==> config.mk <==
export PLATFORM = sky130hd
export DESIGN_NAME = swm_sort
export DESIGN_NICKNAME = d
export VERILOG_FILES = /design/src/design/swm_pkg.sv /design/src/design/swm_sort.sv
export SDC_FILE = /design/constraint.sdc
export NUM_CORES = 2
export LEC_CHECK = 0
export BUFFER_PORTS_ARGS = -buffer_cell sky130_fd_sc_hd__clkbuf_2
export CAP_MARGIN = 20
export CELL_PAD_IN_SITES_DETAIL_PLACEMENT = 0
export CELL_PAD_IN_SITES_GLOBAL_PLACEMENT = 1
export CORE_MARGIN = 10
export CORE_UTILIZATION = 51
export CTS_BUF_LIST = sky130_fd_sc_hd__clkbuf_16
export DETAILED_ROUTE_END_ITERATION = 10
export PLACE_DENSITY_LB_ADDON = 0.25
export SKIP_LAST_GASP = 1
export SLEW_MARGIN = 20
export SYNTH_ARGS = -nofsm -noshare
export SYNTH_HDL_FRONTEND = slang
export SYNTH_SLANG_ARGS = --single-unit
export TNS_END_PERCENT = 10
==> constraint.sdc <==
create_clock -name clock -period 7.9 [get_ports clock]
set_input_delay 0 -clock clock [delete_from_list [all_inputs] [get_ports clock]]
set_output_delay 0 -clock clock [all_outputs]
set_load 0.01 [all_outputs]
==> src/design/swm_pkg.sv <==
// Package: shared types and constants of the sliding window median filter
package swm_pkg;

   localparam int SAMPLE_W = 32;
   localparam int CFG_W    = 8;
   localparam logic [CFG_W-1:0] WINDOW_SIZE_RESET = 8'd100;

   typedef logic signed [SAMPLE_W-1:0] sample_type;

   typedef struct packed {
      sample_type sample;
   } req_word_type;

   typedef struct packed {
      sample_type median;
   } rsp_word_type;

   typedef struct packed {
      logic [CFG_W-1:0] window_size;
   } csr_word_type;

   typedef struct packed {
      logic fill;
      logic update;
   } sort_cmd_type;

endpackage

==> src/design/swm_sort.sv <==
// Sorted copy of the window: fill sweep, scan pass and merge pass over one memory
module swm_sort #(
   parameter int WINDOW_MAX = 128,
   localparam int LEN_W = $clog2(WINDOW_MAX + 1)
) (
   input  logic                  clock,
   input  logic                  reset,
   input  swm_pkg::sort_cmd_type cmd,
   input  swm_pkg::sample_type   sample,
   input  swm_pkg::sample_type   old_value,
   input  logic [LEN_W-1:0]      len,
   output logic                  done,
   output swm_pkg::sample_type   median
);
   import swm_pkg::*;

   localparam int IDX_W = (WINDOW_MAX > 1) ? $clog2(WINDOW_MAX) : 1;
   localparam int CNT_W = $clog2(WINDOW_MAX + 2);

   localparam logic [1:0] PH_IDLE  = 2'd0;
   localparam logic [1:0] PH_FILL  = 2'd1;
   localparam logic [1:0] PH_SCAN  = 2'd2;
   localparam logic [1:0] PH_MERGE = 2'd3;

   sample_type sort_mem [WINDOW_MAX];

   logic [1:0]       phase_ff, phase_in;
   logic [CNT_W-1:0] cnt_ff, cnt_in;
   logic [LEN_W-1:0] less_ff, less_in;
   logic [IDX_W-1:0] rmv_ff, rmv_in;
   logic             found_ff, found_in;
   logic             done_ff, done_in;
   sample_type       sample_ff, old_ff, rd_ff, cur_ff, prev_ff, median_ff;

   logic [CNT_W-1:0] len_c, k_c, prv_c, ins_c, rmv_c, mid_c;
   logic [LEN_W-1:0] ins_w;
   logic             x_lt_s, x_eq_o, o_lt_s;
   logic             rd_en, mem_we, tap_en, merge_wr;
   logic [IDX_W-1:0] wr_addr;
   sample_type       wr_data;

   assign len_c  = CNT_W'(len);
   assign k_c    = cnt_ff - CNT_W'(2);
   assign prv_c  = cnt_ff - CNT_W'(1);
   assign mid_c  = CNT_W'(len >> 1);
   assign rmv_c  = CNT_W'(rmv_ff);

   // shared compare unit
   assign x_lt_s = rd_ff < sample_ff;
   assign x_eq_o = rd_ff == old_ff;
   assign o_lt_s = old_ff < sample_ff;

   // insertion rank of the new word once the old word is taken out
   assign ins_w  = less_ff - LEN_W'(o_lt_s);
   assign ins_c  = CNT_W'(ins_w);

   assign rd_en    = ((phase_ff == PH_SCAN) || (phase_ff == PH_MERGE)) && (cnt_ff < len_c);
   assign merge_wr = (phase_ff == PH_MERGE) && (cnt_ff >= CNT_W'(2));
   assign tap_en   = (phase_ff == PH_MERGE) && (cnt_ff >= CNT_W'(1));
   assign mem_we   = (phase_ff == PH_FILL) || merge_wr;

   always_comb begin
      if (phase_ff == PH_FILL) begin
         wr_addr = cnt_ff[IDX_W-1:0];
         wr_data = sample_ff;
      end else begin
         wr_addr = k_c[IDX_W-1:0];
         if (k_c < ins_c) begin
            wr_data = (k_c < rmv_c) ? cur_ff : rd_ff;
         end else if (k_c == ins_c) begin
            wr_data = sample_ff;
         end else begin
            wr_data = (k_c <= rmv_c) ? prev_ff : cur_ff;
         end
      end
   end

   always_comb begin
      phase_in = phase_ff;
      cnt_in   = cnt_ff;
      less_in  = less_ff;
      rmv_in   = rmv_ff;
      found_in = found_ff;
      done_in  = 1'b0;
      case (phase_ff)
         PH_IDLE: begin
            cnt_in = '0;
            if (cmd.fill) begin
               phase_in = PH_FILL;
            end else if (cmd.update) begin
               phase_in = PH_SCAN;
               less_in  = '0;
               found_in = 1'b0;
            end
         end
         PH_FILL: begin
            cnt_in = cnt_ff + CNT_W'(1);
            if (cnt_ff == len_c - CNT_W'(1)) begin
               done_in  = 1'b1;
               phase_in = PH_IDLE;
            end
         end
         PH_SCAN: begin
            if (cnt_ff >= CNT_W'(1)) begin
               less_in = less_ff + LEN_W'(x_lt_s);
               if (x_eq_o && !found_ff) begin
                  rmv_in   = prv_c[IDX_W-1:0];
                  found_in = 1'b1;
               end
            end
            if (cnt_ff == len_c) begin
               phase_in = PH_MERGE;
               cnt_in   = '0;
            end else begin
               cnt_in = cnt_ff + CNT_W'(1);
            end
         end
         PH_MERGE: begin
            cnt_in = cnt_ff + CNT_W'(1);
            if (cnt_ff == len_c + CNT_W'(1)) begin
               done_in  = 1'b1;
               phase_in = PH_IDLE;
            end
         end
         default: begin
            phase_in = PH_IDLE;
         end
      endcase
   end

   always_ff @(posedge clock) begin
      if (reset) begin
         phase_ff <= PH_IDLE;
         cnt_ff   <= '0;
         less_ff  <= '0;
         rmv_ff   <= '0;
         found_ff <= 1'b0;
         done_ff  <= 1'b0;
      end else begin
         phase_ff <= phase_in;
         cnt_ff   <= cnt_in;
         less_ff  <= less_in;
         rmv_ff   <= rmv_in;
         found_ff <= found_in;
         done_ff  <= done_in;
      end
   end

   always_ff @(posedge clock) begin
      if (cmd.fill || cmd.update) begin
         sample_ff <= sample;
         old_ff    <= old_value;
      end
      if (tap_en) begin
         cur_ff  <= rd_ff;
         prev_ff <= cur_ff;
      end
      if (phase_ff == PH_FILL) begin
         median_ff <= sample_ff;
      end else if (merge_wr && (k_c == mid_c)) begin
         median_ff <= wr_data;
      end
   end

   always_ff @(posedge clock) begin
      if (mem_we) begin
         sort_mem[wr_addr] <= wr_data;
      end
      if (rd_en) begin
         rd_ff <= sort_mem[cnt_ff[IDX_W-1:0]];
      end
   end

   assign done   = done_ff;
   assign median = median_ff;

endmodule

* Word-level counts from Yosys, hierarchy flattened
Memory sizes are Yosys's and may differ from the RTL's. A register that Yosys moved wholly into a read port is not among the register bits. Cells that the tools add are included.
Cells by class: $add $sub $neg 7, magnitude comparators 8, equality and inequality tests 17, muxes and demuxes 30, reduce and logical (&&, ||, !) cells 17
Operators by type and width (count):
- $mux W32 | 7
- $lt A32 B32 Y1 | 2
- $eq A32 B32 Y1 | 1
- $eq A8 B8 Y1 | 4
- $mux W8 | 4
- $pmux W8 S3 | 1
- $add A8 B1 Y8 const B | 2
- $lt A8 B8 Y1 | 2
- $pmux W8 S2 | 1
- $mux W2 | 5
- $ne A2 B1 Y1 const B | 5
- $add A8 B1 Y8 | 1
- $eq A8 B7 Y1 | 1
- $ge A8 B1 Y1 const B | 1
- $ge A8 B2 Y1 const B | 1
- $le A8 B7 Y1 | 1
- $lt A8 B7 Y1 | 1
- $mux W1 | 8
- $pmux W2 S4 | 1
- $reduce_and A4 Y1 | 2
- $sub A8 B1 Y8 | 1
- $sub A8 B1 Y8 const B | 1
- $sub A8 B2 Y8 const B | 1
- $mux W7 | 1
- 14 further kinds | 24
Storage, ports and cells: register bits after elaboration 187, memory bits (writable) 4096, input port bits 76, output and inout bits 33, word-level logic and storage cells 91, memories 1
Memories:
- sort_mem | words 128, bits a word 32, read ports 1, clocked after memory_dff 1, wr ports 1, line swm_sort.sv:25 | sample_type sort_mem [WINDOW_MAX];

* Depth between registers and ports, before layout
depth in word-level cells 8, gate-level depth with buffers 23, mapped depth without buffers 22

* Worst setup path before layout
OpenSTA, ideal clock, no wires.
path kind register to register, start register cnt_ff[2], end register median_ff[10], in the netlist median[10] (data pin), library setup time 926 ps, data arrival time 7373 ps, data required time 6974 ps, slack -399 ps, cell stages (with the launch flop) 20, buffers on the path 8, clock period less this slack 8299 ps, cells stage by stage dfxtp_1 > buf_2 > inv_1 > buf_2 > buf_2 > buf_1 > clkbuf_1 > ha_1 > clkbuf_1 > nand2_1 > xnor2_1 > ha_1 > a21o_1 > a21oi_1 > o211ai_1 > a21o_1 > buf_2 > buf_4 > mux2i_1 > o221ai_1
On the way: word-level cells in the longest chain between the ends 8, elaborated cells between the ends (all ways) 12, classes of those cells add/sub: 1; order compare: 3; eq/ne: 1; mux: 7
Ends and longest elaborated chain:
- start: declaration | line swm_sort.sv:28 | logic [CNT_W-1:0] cnt_ff, cnt_in;
- start signal: assignment | line swm_sort.sv:141 | cnt_ff <= cnt_in;
- $sub A8 B2 Y8 * | line swm_sort.sv:43 | assign k_c = cnt_ff - CNT_W'(2);
- $le A8 B7 Y1 | line swm_sort.sv:73 | wr_data = (k_c <= rmv_c) ? prev_ff : cur_ff;
- $mux W32 | line swm_sort.sv:73
- $mux W32 | line swm_sort.sv:70 | end else if (k_c == ins_c) begin
- $mux W32 * | line swm_sort.sv:68 | if (k_c < ins_c) begin
- $mux W32 * | line swm_sort.sv:63 | if (phase_ff == PH_FILL) begin
- via wr_data[10] | line swm_sort.sv:40 | sample_type wr_data;
- $mux W32 * | line swm_sort.sv:160 | end else if (merge_wr && (k_c == mid_c)) begin
- $mux W32 * | line swm_sort.sv:158 | if (phase_ff == PH_FILL) begin
- end signal: assignment | line swm_sort.sv:159 | median_ff <= sample_ff;
- end signal: assignment | line swm_sort.sv:161 | median_ff <= wr_data;
- end: declaration | line swm_sort.sv:33 | sample_type sample_ff, old_ff, rd_ff, cur_ff, prev_ff, median_ff;
The timed path passes the listed nets; every way through them passes the cells marked *. The select of a mux whose other input is x is not followed. A chain may end at the register's enable or synchronous reset.

* Worst setup path after layout
start register sample_ff[19], end memory sort_mem[27][30] (netlist name) (data pin)
On the way: word-level cells in the longest chain between the ends 6, elaborated cells between the ends (all ways) 7, classes of those cells add/sub: 1; order compare: 2; eq/ne: 1; mux: 3
Ends and longest elaborated chain:
- start: declaration | line swm_sort.sv:33
- start signal: assignment | line swm_sort.sv:151 | sample_ff <= sample;
- $lt A32 B32 Y1 * | line swm_sort.sv:51 | assign o_lt_s = old_ff < sample_ff;
- $sub A8 B1 Y8 * | line swm_sort.sv:54 | assign ins_w = less_ff - LEN_W'(o_lt_s);
- branches (longest 2 deep; another with $lt A8 B8 Y1)
- $mux W32 * | line swm_sort.sv:68
- $mux W32 * | line swm_sort.sv:63
- via wr_data[30] | line swm_sort.sv:40
- end: declaration | line swm_sort.sv:25
Mark *: on every way through the listed nets, which the timed path passes.

==> summary.md <==
| Metric | Value |
|---|---|
| Peak supply drop | `0.000210 V` |
| Most frequent cells in the layout | `edfxtp_1 (4288), mux4_2 (1051), clkbuf_16 (431), mux2i_1 (328), buf_4 (287)` |
| Final period utilization | `0.848` |
| Worst Path Required | `8650 ps` |
| Area grow syn2layout | `14.4%` |
| Critical Path Start | `sample_ff[19]` |
| Total number of vias | `87400` |
| Syn Nets | `7807` |
| Die Area | `0.353 mm2` |
| RSZ-0062 raised after global routing | `false` |
| CTS clock-pin slew for the worst setup and hold paths | `60 ps` |
| Antenna viol nets, final | `0` |
| Port bufs | `108` |
| Largest net degree at the start of global routing | `131` |
| Hold_ws | `36.5 ps` |
| Final wirelength | `509000 um` |
| Sequential share of the synthesized area | `0.770` |
| Worst-Margin Slew | `1230 ps` |
| Setup ws final | `1200 ps` |
| Worst Hold Class | `in2reg` |
| Overall Global Routing Usage | `0.282` |
| Final Wtd Congestion | `0.862` |
| Drt via density | `6.74` |
| Clock latency on the worst-skew pair | `990 ps` |
| Avg WL per Cell | `39.3 um` |
| Top delay family on crit path | `compound AO/OA/AOI/OAI gates` |
| Yosys synthesis warning count | `0` |
| Vias in the first global route | `85300` |
| Post-synth ARST share | `0` |
| Top-level I/O count | `109` |
| CTS tree | `done` |
| Half-perimeter wire length after placement | `290000 um` |
| # nets final | `8433` |
| Yosys top cell by area | `edfxtp_1` |
| Post-Syn Area per Cell | `22.0 um2` |
| Power density cells | `272 mW/mm2` |
| Drt drc | `0` |
| # H-tree levels | `5` |
| Path type of the worst setup path | `reg2reg` |
| Synth unique cells | `68` |
| Worst reg2reg startpoint | `sample_ff[19]` |
| Max-slew violation count | `0` |
| Startpoint types | `flop` |
| Setup slack at placement | `1040 ps` |
| Min-delay src | `cmd[0]` |
| Ratio of cells with drive above 1 in the final layout | `0.273` |
| Fin. Hold Viols | `0` |
| Max-cap viol count | `0` |
| Synthesized instance count | `7633` |
| Core Box Area | `0.327 mm2` |
| Top cells by area, synth | `edfxtp_1 (77%), mux4_2 (14%), mux2i_1 (2.0%)` |
| Num CTS Buffers | `422` |
| Worst Setup End Kind | `flop` |
| GR Overflow Total | `0` |
| DR iter-0 viols | `14500` |
| Commonest non-fill, non-tap cell in the layout | `edfxtp_1` |
| First-pass GRT wire length | `701000 um` |
| CP cell instances | `inv_1 -> ha_1 -> a21oi_1 -> o22ai_1 -> o21ai_0 -> a21oi_1 -> a2111oi_0 -> o211ai_1 -> mux2i_1 -> ha_1 -> ha_1 -> inv_1 -> or3_1 -> xor2_1 -> ha_1 -> a21o_1 -> a21o_1 -> a21oi_1 -> o21ai_0 -> nand2b_4 -> buf_4 -> o221ai_4 -> buf_12` |
| Top_reg_cell synth | `edfxtp_1` |
| Critical path's largest stage delay | `870 ps` |
| TritonRoute pass-1 iters | `8` |
| Std-Cell Rows | `210` |
| Top-area cell type share of the netlist area | `0.767` |
| Max_slew headroom | `0.170` |
| Clk buf depth | `4` |
| Setup-failing EPs final | `0` |
| Slowest CP cell | `o221ai_4` |
| Max FO, Critical Path | `52` |
| Initial antenna violation count | `25` |
| Final Skew | `62.5 ps` |
| Num Clock Sinks | `4315` |
| Post-synth EDFFs | `4288` |
| Initial Utilization | `0.513` |
| Outcome | `completed` |
| Die width | `594 um` |
| Tmin final | `6700 ps` |
| Leakage | `60.4 nW` |
| Arrival @ worst endpoint | `7450 ps` |
| Post CTS Setup Buffer Count | `0` |
| Yosys reg bits | `4315` |
| CTS root buffer | `clkbuf_16` |
| CP dominant cell by count | `ha_1` |
| Resize count post-CTS | `0` |
| WP buf/inv | `4` |
| Fmax | `149 MHz` |
| Die height | `594 um` |
| Syn Std Cell Area | `0.168 mm2` |
==> cell type report <==
cell class,count,area (um2)
Multi-Input combinational cell,2847,37900
Clock buffer,431,10800
Sequential cell,4315,129000
Tap cell,4346,5440
Fill cell,23200,135000
Clock inverter,338,2700
Timing Repair Buffer,608,5610
Antenna cell,12,30.0
Inverter,65,259
==> where the power goes <==
part | total, W | switching [W] | internal (W)
sequential | 0.0272 | 0.000122 | 0.0271
combinational | 0.00523 | 0.00368 | 0.00155
clock | 0.0198 | 0.00864 | 0.0111
total | 0.0522 | 0.0124 | 0.0398
==> cells in the mapped netlist, types with 33 or more instances <==
master	count
buf_1	39
edfxtp_1	4288
a221oi_1	35
o221ai_1	81
a21oi_1	104
nand3_1	33
buf_4	63
xnor2_1	67
ha_1	98
nand4_1	39
a22oi_1	41
mux2i_1	328
nor2_1	259
clkbuf_1	144
o21ai_0	52
nor3_1	34
o22ai_1	73
inv_1	63
nand2_1	259
a211oi_1	49
mux4_2	1051
buf_2	129
==> worst reg2reg max path: stages, from the launching register on <==
cell and delay (ps):
edfxtp_1 420, inv_1 110, ha_1 250, a21oi_1 190
o22ai_1 90, o21ai_0 180, a21oi_1 110, a2111oi_0 550
o211ai_1 180, mux2i_1 310, ha_1 240, ha_1 190
inv_1 60, or3_1 320, xor2_1 160, ha_1 210
a21o_1 180, a21o_1 170, a21oi_1 170, o21ai_0 210
nand2b_4 450, buf_4 440, o221ai_4 880, buf_12 360
==> sequential cells by signal, indices dropped and copies added, names as in the netlist <==
| name | cells |
|---|---|
| sort_mem | 4096 |
| cur_ff | 32 |
| median | 32 |
| old_ff | 32 |
| prev_ff | 32 |
| rd_ff | 32 |
| sample_ff | 32 |
| cnt_ff | 8 |
| less_ff | 8 |
| rmv_ff | 7 |
| phase_ff | 2 |
| done | 1 |
| found_ff | 1 |
==> metal layers <==
metal	vias up	wire, um	global-route usage
met5	-	97	0
met4	14	23600	0.108
met3	988	62200	0.0741
met2	6003	231000	0.425
met1	46900	193000	0.400
li1	33500	-	-
==> timing repair <==
action | 4_1_cts | 5_1_grt
hold endpoints to repair | 91 | 0
hold buffers | 144 | 0
endpoints found under the setup margin | 0 | 0
==> worst paths after layout <==
path	end	slack (ps)	depth (start not counted)
worst max-delay path	sort_mem[27][30]	1200	23
worst min-delay path	sample_ff[3]	40	3
worst max register to register	sort_mem[27][30]	1200	23
worst min register to register	rmv_ff[1]	470	2
==> logic make-up (layout without fill, tap and decap cells) <==
logic type,Yosys count,in the layout,synth area share
xor+xnor,84,84,0.00443
flops,4315,4315,0.770
compound gates,572,572,0.0241
fa+ha+maj,98,98,0.00730
mux,1396,1396,0.162
buf+inv,471,1442,0.0143
simple gates,697,697,0.0179
other cells,0,12,0
==> through the flow <==
stage,instances,total power (W),utilization,setup TNS [ps],area (um2)
floorplan,7633,0.0307,-,-116230,168000
global route,13000,0.0536,0.587,0,192000
CTS,12900,0.0523,0.586,0,192000
global placement,12000,0.0326,0.540,0,177000
finish,13000,0.0522,0.587,0,192000
detailed placement,12000,0.0328,0.541,0,177000
Note: power is estimated with default switching activity, not from simulation.
